$ cat config.mk
export PLATFORM = sky130hd
export DESIGN_NAME = point_in_polygon_test_unit_flat
export DESIGN_NICKNAME = d
export VERILOG_FILES = /design/src/rtl/pip_pkg.sv /design/src/rtl/pip_req_if.sv /design/src/rtl/pip_rsp_if.sv /design/src/rtl/pip_edge.sv /design/src/rtl/point_in_polygon_test_unit.sv /design/src/flat_wrapper.sv
export SDC_FILE = /design/constraint.sdc
export NUM_CORES = 2
export LEC_CHECK = 0
export BUFFER_PORTS_ARGS = -buffer_cell sky130_fd_sc_hd__buf_4
export CAP_MARGIN = 20
export CORE_MARGIN = 8
export CORE_UTILIZATION = 28
export CTS_BUF_LIST = sky130_fd_sc_hd__clkbuf_8
export DETAILED_ROUTE_END_ITERATION = 8
export MAX_ROUTING_LAYER = met4
export PLACE_DENSITY = 0.5
export RECOVER_POWER = 25
export SLEW_MARGIN = 20
export SYNTH_ARGS = -nofsm -noshare
export SYNTH_HDL_FRONTEND = slang
export SYNTH_SLANG_ARGS = --single-unit
$ cat constraint.sdc
create_clock -name clock -period 14.4 [get_ports clock]
set_clock_uncertainty 0.05 [all_clocks]
set_input_delay 1.44 -clock clock [delete_from_list [all_inputs] [get_ports clock]]
set_output_delay 1.44 -clock clock [all_outputs]
set_load 0.01 [all_outputs]
$ cat src/rtl/pip_pkg.sv
// Shared types for the point-in-polygon crossing test.
// No dependencies; compiled first.
package pip_pkg;

   // Outcome of one edge test after the cross-product sign is known
   typedef struct packed {
      logic toggle;   // edge crosses to the right of the point: flip parity
      logic hit;      // straddling edge passes through the point
   } edge_res_type;

endpackage

$ cat src/rtl/pip_req_if.sv
// Valid/ready channel carrying one polygon vertex and the query point.
// Standalone; coordinate width set by COORD_WIDTH.
interface pip_req_if #(parameter int COORD_WIDTH = 16);
   logic                          valid;
   logic                          ready;
   logic signed [COORD_WIDTH-1:0] point_x;
   logic signed [COORD_WIDTH-1:0] point_y;
   logic signed [COORD_WIDTH-1:0] vertex_x;
   logic signed [COORD_WIDTH-1:0] vertex_y;
   logic                          last_vertex;

   modport source (output valid, point_x, point_y, vertex_x, vertex_y, last_vertex,
                   input ready);
   modport sink   (input valid, point_x, point_y, vertex_x, vertex_y, last_vertex,
                   output ready);
endinterface

$ cat src/rtl/pip_rsp_if.sv
// Valid/ready channel carrying one point-in-polygon result.
// Standalone.
interface pip_rsp_if;
   logic valid;
   logic ready;
   logic inside_res;
   logic on_corner;
   logic on_edge;

   modport source (output valid, inside_res, on_corner, on_edge, input ready);
   modport sink   (input valid, inside_res, on_corner, on_edge, output ready);
endinterface

$ cat src/rtl/pip_edge.sv
// One edge test: straddle check and the two cross-product terms, registered,
// then the sign/zero evaluation of their difference. Depends on pip_pkg.
module pip_edge #(
   parameter int COORD_WIDTH = 16
) (
   input  logic                          clock,
   input  logic                          en,
   input  logic                          use_edge,
   input  logic signed [COORD_WIDTH-1:0] ix,
   input  logic signed [COORD_WIDTH-1:0] iy,
   input  logic signed [COORD_WIDTH-1:0] jx,
   input  logic signed [COORD_WIDTH-1:0] jy,
   input  logic signed [COORD_WIDTH-1:0] qx,
   input  logic signed [COORD_WIDTH-1:0] qy,
   output pip_pkg::edge_res_type         res
);
   import pip_pkg::*;

   localparam int DW = COORD_WIDTH + 1;  // coordinate difference
   localparam int PW = 2 * DW;           // exact product
   localparam int SW = PW + 1;           // exact difference of products

   logic signed [DW-1:0] dqx, djy, djx, dqy;
   logic signed [PW-1:0] p1_in, p2_in, p1_ff, p2_ff;
   logic                 str_in, str_ff, down_in, down_ff;
   logic signed [SW-1:0] cross_val;
   logic                 zero;

   // Form differences and the two exact products
   assign dqx   = DW'(qx) - DW'(ix);
   assign djy   = DW'(jy) - DW'(iy);
   assign djx   = DW'(jx) - DW'(ix);
   assign dqy   = DW'(qy) - DW'(iy);
   assign p1_in = PW'(dqx) * PW'(djy);
   assign p2_in = PW'(djx) * PW'(dqy);

   // Edge counts only when its ends lie on different sides of the point's y
   assign str_in  = use_edge && ((iy > qy) != (jy > qy));
   assign down_in = (jy < iy);

   // Hold products until the next stage takes them
   always_ff @(posedge clock) begin
      if (en) begin
         p1_ff   <= p1_in;
         p2_ff   <= p2_in;
         str_ff  <= str_in;
         down_ff <= down_in;
      end
   end

   // Evaluate sign and zero of the cross product
   assign cross_val  = SW'(p1_ff) - SW'(p2_ff);
   assign zero       = (cross_val == '0);
   assign res.hit    = str_ff && zero;
   assign res.toggle = str_ff && !zero && (cross_val[SW-1] != down_ff);

endmodule

$ cat src/rtl/point_in_polygon_test_unit.sv
// Top level of the streamed even-odd point-in-polygon test.
// Depends on pip_pkg, pip_req_if, pip_rsp_if and pip_edge.
//
//   channel   | dir | contents
//   ----------+-----+------------------------------------------------------
//   req_chan  | in  | point_x, point_y, vertex_x, vertex_y, last_vertex
//   rsp_chan  | out | inside_res, on_corner, on_edge (one per last vertex)
//
// One vertex is accepted every cycle unless a blocked result stalls the input.
// A result passes the input, product and result registers after its last vertex
// is accepted; the two cross-product multipliers of each edge set that depth.
// Synchronous reset empties all stages and waits for the first vertex of a pass.
// A result that is not taken stalls the product stage only once it holds another
// last vertex, and the input stage behind it; until then vertices keep flowing.
module point_in_polygon_test_unit #(
   parameter int COORD_WIDTH = 16
) (
   input  logic   clock,
   input  logic   reset,
   pip_req_if.sink   req_chan,
   pip_rsp_if.source rsp_chan
);
   import pip_pkg::*;

   // Input stage
   logic                          s0_valid_ff;
   logic signed [COORD_WIDTH-1:0] s0_px_ff, s0_py_ff, s0_vx_ff, s0_vy_ff;
   logic                          s0_last_ff;

   // Pass geometry
   logic                          pass_active_ff;
   logic signed [COORD_WIDTH-1:0] query_x_ff, query_y_ff;
   logic signed [COORD_WIDTH-1:0] first_x_ff, first_y_ff;
   logic signed [COORD_WIDTH-1:0] prev_x_ff, prev_y_ff;

   // Product stage
   logic s1_valid_ff, s1_start_ff, s1_last_ff, s1_corner_ff;

   // Accumulated flags
   logic parity_ff, corner_ff, edge_ff;

   // Result register
   logic rsp_valid_ff, inside_ff, on_corner_ff, on_edge_ff;

   logic out_free, s1_go, s1_free, s0_go, s0_free;
   logic start;
   logic signed [COORD_WIDTH-1:0] qx_eff, qy_eff, fx_eff, fy_eff;
   logic corner_in;
   edge_res_type res_prev, res_close;
   logic base_par, base_corner, base_edge;
   logic parity_in, corner_in_acc, edge_in;

   // Handshake chain: a stage moves when the one ahead has room; only last vertices wait for the result register
   assign out_free = !rsp_valid_ff || rsp_chan.ready;
   assign s1_go    = s1_valid_ff && (!s1_last_ff || out_free);
   assign s1_free  = !s1_valid_ff || s1_go;
   assign s0_go    = s0_valid_ff && s1_free;
   assign s0_free  = !s0_valid_ff || s0_go;
   assign req_chan.ready = s0_free;

   // Capture the accepted item
   always_ff @(posedge clock) begin
      if (reset) begin
         s0_valid_ff <= 1'b0;
      end else if (s0_free) begin
         s0_valid_ff <= req_chan.valid;
      end
   end

   always_ff @(posedge clock) begin
      if (s0_free && req_chan.valid) begin
         s0_px_ff   <= req_chan.point_x;
         s0_py_ff   <= req_chan.point_y;
         s0_vx_ff   <= req_chan.vertex_x;
         s0_vy_ff   <= req_chan.vertex_y;
         s0_last_ff <= req_chan.last_vertex;
      end
   end

   // First vertex of a pass supplies the query point and the closing vertex
   assign start     = !pass_active_ff;
   assign qx_eff    = start ? s0_px_ff : query_x_ff;
   assign qy_eff    = start ? s0_py_ff : query_y_ff;
   assign fx_eff    = start ? s0_vx_ff : first_x_ff;
   assign fy_eff    = start ? s0_vy_ff : first_y_ff;
   assign corner_in = (s0_vx_ff == qx_eff) && (s0_vy_ff == qy_eff);

   // Advance pass geometry with each vertex
   always_ff @(posedge clock) begin
      if (reset) begin
         pass_active_ff <= 1'b0;
      end else if (s0_go) begin
         pass_active_ff <= !s0_last_ff;
      end
   end

   always_ff @(posedge clock) begin
      if (reset) begin
         query_x_ff <= '0;
         query_y_ff <= '0;
         first_x_ff <= '0;
         first_y_ff <= '0;
         prev_x_ff  <= '0;
         prev_y_ff  <= '0;
      end else if (s0_go) begin
         query_x_ff <= qx_eff;
         query_y_ff <= qy_eff;
         first_x_ff <= fx_eff;
         first_y_ff <= fy_eff;
         prev_x_ff  <= s0_vx_ff;
         prev_y_ff  <= s0_vy_ff;
      end
   end

   // Edge from the previous vertex to this one
   pip_edge #(.COORD_WIDTH(COORD_WIDTH)) u_edge_prev (
      .clock    (clock),
      .en       (s0_go),
      .use_edge (!start),
      .ix       (s0_vx_ff),
      .iy       (s0_vy_ff),
      .jx       (prev_x_ff),
      .jy       (prev_y_ff),
      .qx       (qx_eff),
      .qy       (qy_eff),
      .res      (res_prev)
   );

   // Closing edge from this vertex back to the first one
   pip_edge #(.COORD_WIDTH(COORD_WIDTH)) u_edge_close (
      .clock    (clock),
      .en       (s0_go),
      .use_edge (s0_last_ff),
      .ix       (fx_eff),
      .iy       (fy_eff),
      .jx       (s0_vx_ff),
      .jy       (s0_vy_ff),
      .qx       (qx_eff),
      .qy       (qy_eff),
      .res      (res_close)
   );

   // Product stage control
   always_ff @(posedge clock) begin
      if (reset) begin
         s1_valid_ff <= 1'b0;
      end else if (s1_free) begin
         s1_valid_ff <= s0_go;
      end
   end

   always_ff @(posedge clock) begin
      if (s0_go) begin
         s1_start_ff  <= start;
         s1_last_ff   <= s0_last_ff;
         s1_corner_ff <= corner_in;
      end
   end

   // Fold both edge outcomes into the pass flags
   assign base_par      = s1_start_ff ? 1'b0 : parity_ff;
   assign base_corner   = s1_start_ff ? 1'b0 : corner_ff;
   assign base_edge     = s1_start_ff ? 1'b0 : edge_ff;
   assign parity_in     = base_par ^ res_prev.toggle ^ res_close.toggle;
   assign corner_in_acc = base_corner | s1_corner_ff;
   assign edge_in       = base_edge | res_prev.hit | res_close.hit;

   always_ff @(posedge clock) begin
      if (reset) begin
         parity_ff <= 1'b0;
         corner_ff <= 1'b0;
         edge_ff   <= 1'b0;
      end else if (s1_go) begin
         parity_ff <= parity_in;
         corner_ff <= corner_in_acc;
         edge_ff   <= edge_in;
      end
   end

   // Load the result on the last vertex, drop it once taken
   always_ff @(posedge clock) begin
      if (reset) begin
         rsp_valid_ff <= 1'b0;
      end else if (s1_go && s1_last_ff) begin
         rsp_valid_ff <= 1'b1;
      end else if (rsp_chan.ready) begin
         rsp_valid_ff <= 1'b0;
      end
   end

   always_ff @(posedge clock) begin
      if (s1_go && s1_last_ff) begin
         inside_ff    <= parity_in | corner_in_acc | edge_in;
         on_corner_ff <= corner_in_acc;
         on_edge_ff   <= edge_in;
      end
   end

   assign rsp_chan.valid      = rsp_valid_ff;
   assign rsp_chan.inside_res = inside_ff;
   assign rsp_chan.on_corner  = on_corner_ff;
   assign rsp_chan.on_edge    = on_edge_ff;

   // A last vertex closes the pass
   a_pass_closes : assert property (@(posedge clock) disable iff (reset)
      s0_go && s0_last_ff |=> !pass_active_ff)
      else $error("pass still active after last vertex");

   // A blocked result holds its stage
   a_s1_holds : assert property (@(posedge clock) disable iff (reset)
      s1_valid_ff && s1_last_ff && !out_free |=> s1_valid_ff && s1_last_ff)
      else $error("blocked last vertex left product stage");

   // Results only come from last vertices
   a_no_spurious : assert property (@(posedge clock) disable iff (reset)
      out_free && !(s1_go && s1_last_ff) |=> !rsp_valid_ff)
      else $error("result without last vertex");

   // Corner or edge hits always report inside
   a_flags_inside : assert property (@(posedge clock) disable iff (reset)
      rsp_valid_ff |-> (!on_corner_ff || inside_ff) && (!on_edge_ff || inside_ff))
      else $error("boundary hit not reported inside");

endmodule

$ cat src/flat_wrapper.sv
// flat-port wrapper written by rule: the top's interface ports become plain ports
module point_in_polygon_test_unit_flat import pip_pkg::*;
#(
   parameter int COORD_WIDTH = 16
)
  (clock, reset, req_chan_valid, req_chan_point_x, req_chan_point_y, req_chan_vertex_x, req_chan_vertex_y, req_chan_last_vertex, req_chan_ready, rsp_chan_valid, rsp_chan_inside_res, rsp_chan_on_corner, rsp_chan_on_edge, rsp_chan_ready);
  pip_req_if #(.COORD_WIDTH(COORD_WIDTH)) req_chan_i ();
  pip_rsp_if rsp_chan_i ();
  input  logic clock;
  input  logic reset;
  input wire logic [$bits(req_chan_i.valid)-1:0] req_chan_valid;
  input wire logic [$bits(req_chan_i.point_x)-1:0] req_chan_point_x;
  input wire logic [$bits(req_chan_i.point_y)-1:0] req_chan_point_y;
  input wire logic [$bits(req_chan_i.vertex_x)-1:0] req_chan_vertex_x;
  input wire logic [$bits(req_chan_i.vertex_y)-1:0] req_chan_vertex_y;
  input wire logic [$bits(req_chan_i.last_vertex)-1:0] req_chan_last_vertex;
  output wire logic [$bits(req_chan_i.ready)-1:0] req_chan_ready;
  output wire logic [$bits(rsp_chan_i.valid)-1:0] rsp_chan_valid;
  output wire logic [$bits(rsp_chan_i.inside_res)-1:0] rsp_chan_inside_res;
  output wire logic [$bits(rsp_chan_i.on_corner)-1:0] rsp_chan_on_corner;
  output wire logic [$bits(rsp_chan_i.on_edge)-1:0] rsp_chan_on_edge;
  input wire logic [$bits(rsp_chan_i.ready)-1:0] rsp_chan_ready;
  assign req_chan_i.valid = req_chan_valid;
  assign req_chan_i.point_x = req_chan_point_x;
  assign req_chan_i.point_y = req_chan_point_y;
  assign req_chan_i.vertex_x = req_chan_vertex_x;
  assign req_chan_i.vertex_y = req_chan_vertex_y;
  assign req_chan_i.last_vertex = req_chan_last_vertex;
  assign req_chan_ready = req_chan_i.ready;
  assign rsp_chan_valid = rsp_chan_i.valid;
  assign rsp_chan_inside_res = rsp_chan_i.inside_res;
  assign rsp_chan_on_corner = rsp_chan_i.on_corner;
  assign rsp_chan_on_edge = rsp_chan_i.on_edge;
  assign rsp_chan_i.ready = rsp_chan_ready;
  point_in_polygon_test_unit #(.COORD_WIDTH(COORD_WIDTH)) u_core (.clock(clock), .reset(reset), .req_chan(req_chan_i), .rsp_chan(rsp_chan_i));
endmodule
==> results.md <==
* Vias at 49046
* DIE WIDTH at 494.5 µm
* Yosys reg bits at 314
* Root Buffer: clkbuf_8
* Setup Crit Path Kind: reg -> reg
* CTS clk-pin slew, worst paths at 0.06 ns
* FMAX at 80.93 MHz
* H-tree Lvls at 3
* Synthesis Warnings at 0
* Fill cells at 23982
* Avg Inst Size Synth at 9.054 µm²
* Mapped Cells at 7081
* Hold Path Cell Cnt at 2
* CP most frequent cell: fa_1
* PortBufs at 73
* Initial DRC count at 3531
* Net Count, Synth at 8896
* Die Y-Extent at 494.5 µm
* Synthesized area at 0.06411 mm²
* Hold_buf cts at 0
* Row cnt at 175
* Largest net degree at the start of global routing at 145
* Drt wl/cell at 20.39 µm
* Die area at 0.2445 mm²
* CP peak stage delay at 1.06 ns
* Via count of the first global-routing pass at 51433
* R2R depth at 33
* Count of cell types in the netlist at 87
* RSZ-0062 raised after global routing: false
* Post-Synth Simple-Gate Area at 15.15%
* Period utilization at 85.81%
* Maximum fanout along the worst path at 48
* Data required, critical path at 14.79 ns
* Crit path capture type: flop
* Clock Tree Buf Depth at 3
* Ports at 74
* Largest family of logic cells by synthesized area: adder cells
* Sequential share of the synthesized area at 13.10%
* 1st-pass router iterations at 5
* Total CTS buffers at 71
* Skew-Pair Late Insertion Delay at 0.80 ns
* # Post-CTS Setup Buffers at 0
* Post-synthesis async set-or-reset flop share at 0%
* Total Routing Usage GR at 17.57%
* Initial core utilization at 28.18%
* # nets final at 8959
* Worst Tran Pin Value at 5.313 ns
* EDFF count, synth at 211
* Max_slew headroom at -256.2%
* Failing checks: capacitance limit, slew limit
* Critical-path top delay cell: dfxtp_1
* Post-CTS sizing at 0
* Final Max Slew Viols at 145
* Ys flop type: edfxtp_1
* Detail Route Antenna Nets at 0
* Core Area at 0.2275 mm²
* Area Overhead vs Synth at 9.424%
* Endpoints failing setup at 0
* Vias per cell at 4.800
* Synth Area in Compound Gates at 8.806%
* Worst Path Arrival at 12.75 ns
* Status: complete, but fails checks
* Clock sink total at 314
* Final wirelength at 208300 µm
* Number of max-cap violations at 1
* Fin crit period at 12.36 ns
* Congestion Overflow GR at 0
* Share of cells above drive strength 1 at 4.902%
* CTS tree: done
* Post-DP HPWL at 171100 µm
* Setup TNS at 0 ns
* Final hold violations at 0
* Initial antenna violation count at 9
* Post-synthesis xor/xnor area fraction at 3.975%
* Worst setup SP type: flop
* Hold/Removal Path Class: reg -> reg
* GPL Wtd Cong at 0.9454
* DRC violations left at 0
* Global-route wire length before repair at 319500 µm
* Mux cell area share after synthesis at 1.296%
* Adder-cell share of the synthesized area at 48.03%
[final cells by class]
cell class / count / area [µm²] / area share, %
multi-input combinational: 5122 / 49730 / 70.89
sequential: 314 / 8398 / 11.97
inverter: 1435 / 5388 / 7.680
tap: 3009 / 3765 / 5.367
timing repair buffer: 200 / 1323 / 1.885
clock buffer: 77 / 1060 / 1.511
clock inverter: 53 / 473.0 / 0.6742
antenna: 7 / 17.52 / 0.02497
[Yosys cell counts (8+ instances only)]
library cell,count,area (µm²)
o21ai_1,22,110.1
or2_2,33,206.5
a21boi_0,12,90.09
or4_1,9,67.56
o22ai_1,8,50.05
a31oi_1,25,156.4
o2111ai_1,11,96.34
nor2b_1,137,857.1
edfxtp_1,211,6336
o31ai_1,14,105.1
fa_1,1192,23860
nor2_1,602,2260
xor2_1,78,683.2
nand2_1,835,3134
xnor2_1,213,1866
nor3_1,73,365.4
o211a_1,12,120.1
nand3_1,67,335.3
ha_1,554,6932
o21a_1,55,412.9
nor4_1,25,156.4
o21ai_0,129,645.6
a21oi_1,255,1276
inv_1,1434,5383
a31o_2,8,70.07
mux2_2,16,180.2
o31a_1,9,78.83
nand2b_1,87,544.3
mux2i_1,65,650.6
a21boi_1,19,142.6
dfxtp_1,103,2062
and3_1,24,150.1
a211oi_1,65,488.0
a21o_1,95,713.2
or3_1,29,181.4
and2_1,123,769.5
o211ai_1,18,135.1
clkbuf_1,196,735.7
o21bai_1,38,285.3
nand4_1,50,312.8
[critical path, delay by kind of cell (launching register included)]
kind | cells | cell delay (ns)
buffers and inverters | 4 | 1.00
adder cells (fa/ha/maj) | 9 | 3.75
XOR/XNOR | 2 | 1.51
AO/OA/AOI/OAI | 13 | 3.73
multiplexers | 1 | 0.35
flip-flops | 1 | 1.06
AND/OR/NAND/NOR | 4 | 0.55
[placed cells by master, fill, tap and decap left out, types with 103 or more instances in the layout]
cell / instances
dfxtp_1: 103
fa_1: 1192
inv_1: 1449
nor2b_1: 137
o21ai_0: 129
ha_1: 554
buf_4: 132
xnor2_1: 196
nand2_1: 835
edfxtp_1: 211
nor2_1: 601
a21oi_1: 255
and2_1: 123
[stage by stage]
step	cells	setup slack, ns	cell area [µm²]	util [%]	hold WS (ns)
final	10217	2.044	70150	30.84	0.4004
after global routing	10216	1.424	70150	30.84	0.4284
after CTS	10209	2.709	70300	30.90	0.4045
after detailed placement	10079	2.746	68770	30.23	0.3966
after global placement	10079	2.726	68720	30.21	0.3886
after floorplan	7081	4.151	64110	-	0.3829
[final timing paths]
check | start | slack [ns] | to
worst max-delay path | u_core.pass_active_ff$_SDFFE_PP0P_ | 2.04 | u_core.u_edge_prev.p2_ff[31]$_DFFE_PP_
worst min-delay path | u_core.query_x_ff[12]$_SDFFE_PP0P_ | 0.40 | u_core.query_x_ff[12]$_SDFFE_PP0P_
worst max register to register | u_core.pass_active_ff$_SDFFE_PP0P_ | 2.04 | u_core.u_edge_prev.p2_ff[31]$_DFFE_PP_
worst min register to register | u_core.query_x_ff[12]$_SDFFE_PP0P_ | 0.40 | u_core.query_x_ff[12]$_SDFFE_PP0P_
[metal layers]
layer  vias to the layer above  global-route usage (%)  part of all wire [%]
met2                      1340                   28.00                    46
met4                         0                   5.458                   3.5
met5                         -                       -                     0
li1                      22358                       -                     -
met1                     25067                   23.62                    45
met3                       281                   1.888                   4.8
[state kept, by name, indices dropped and copies added, names as in the netlist, 34 cells and up]
name and count:
u_core.u_edge_close.p1_ff 34, u_core.u_edge_close.p2_ff 34, u_core.u_edge_prev.p1_ff 34, u_core.u_edge_prev.p2_ff 34
[kinds of logic after synthesis]
kind of cell	Yosys count
simple gates	2138
compound gates	866
buf+inv	1645
mux	81
flops	314
xor+xnor	291
fa+ha+maj	1746
Power is not shown: default switching activity piles up to over one toggle a cycle in this logic, so the estimate is an artifact.
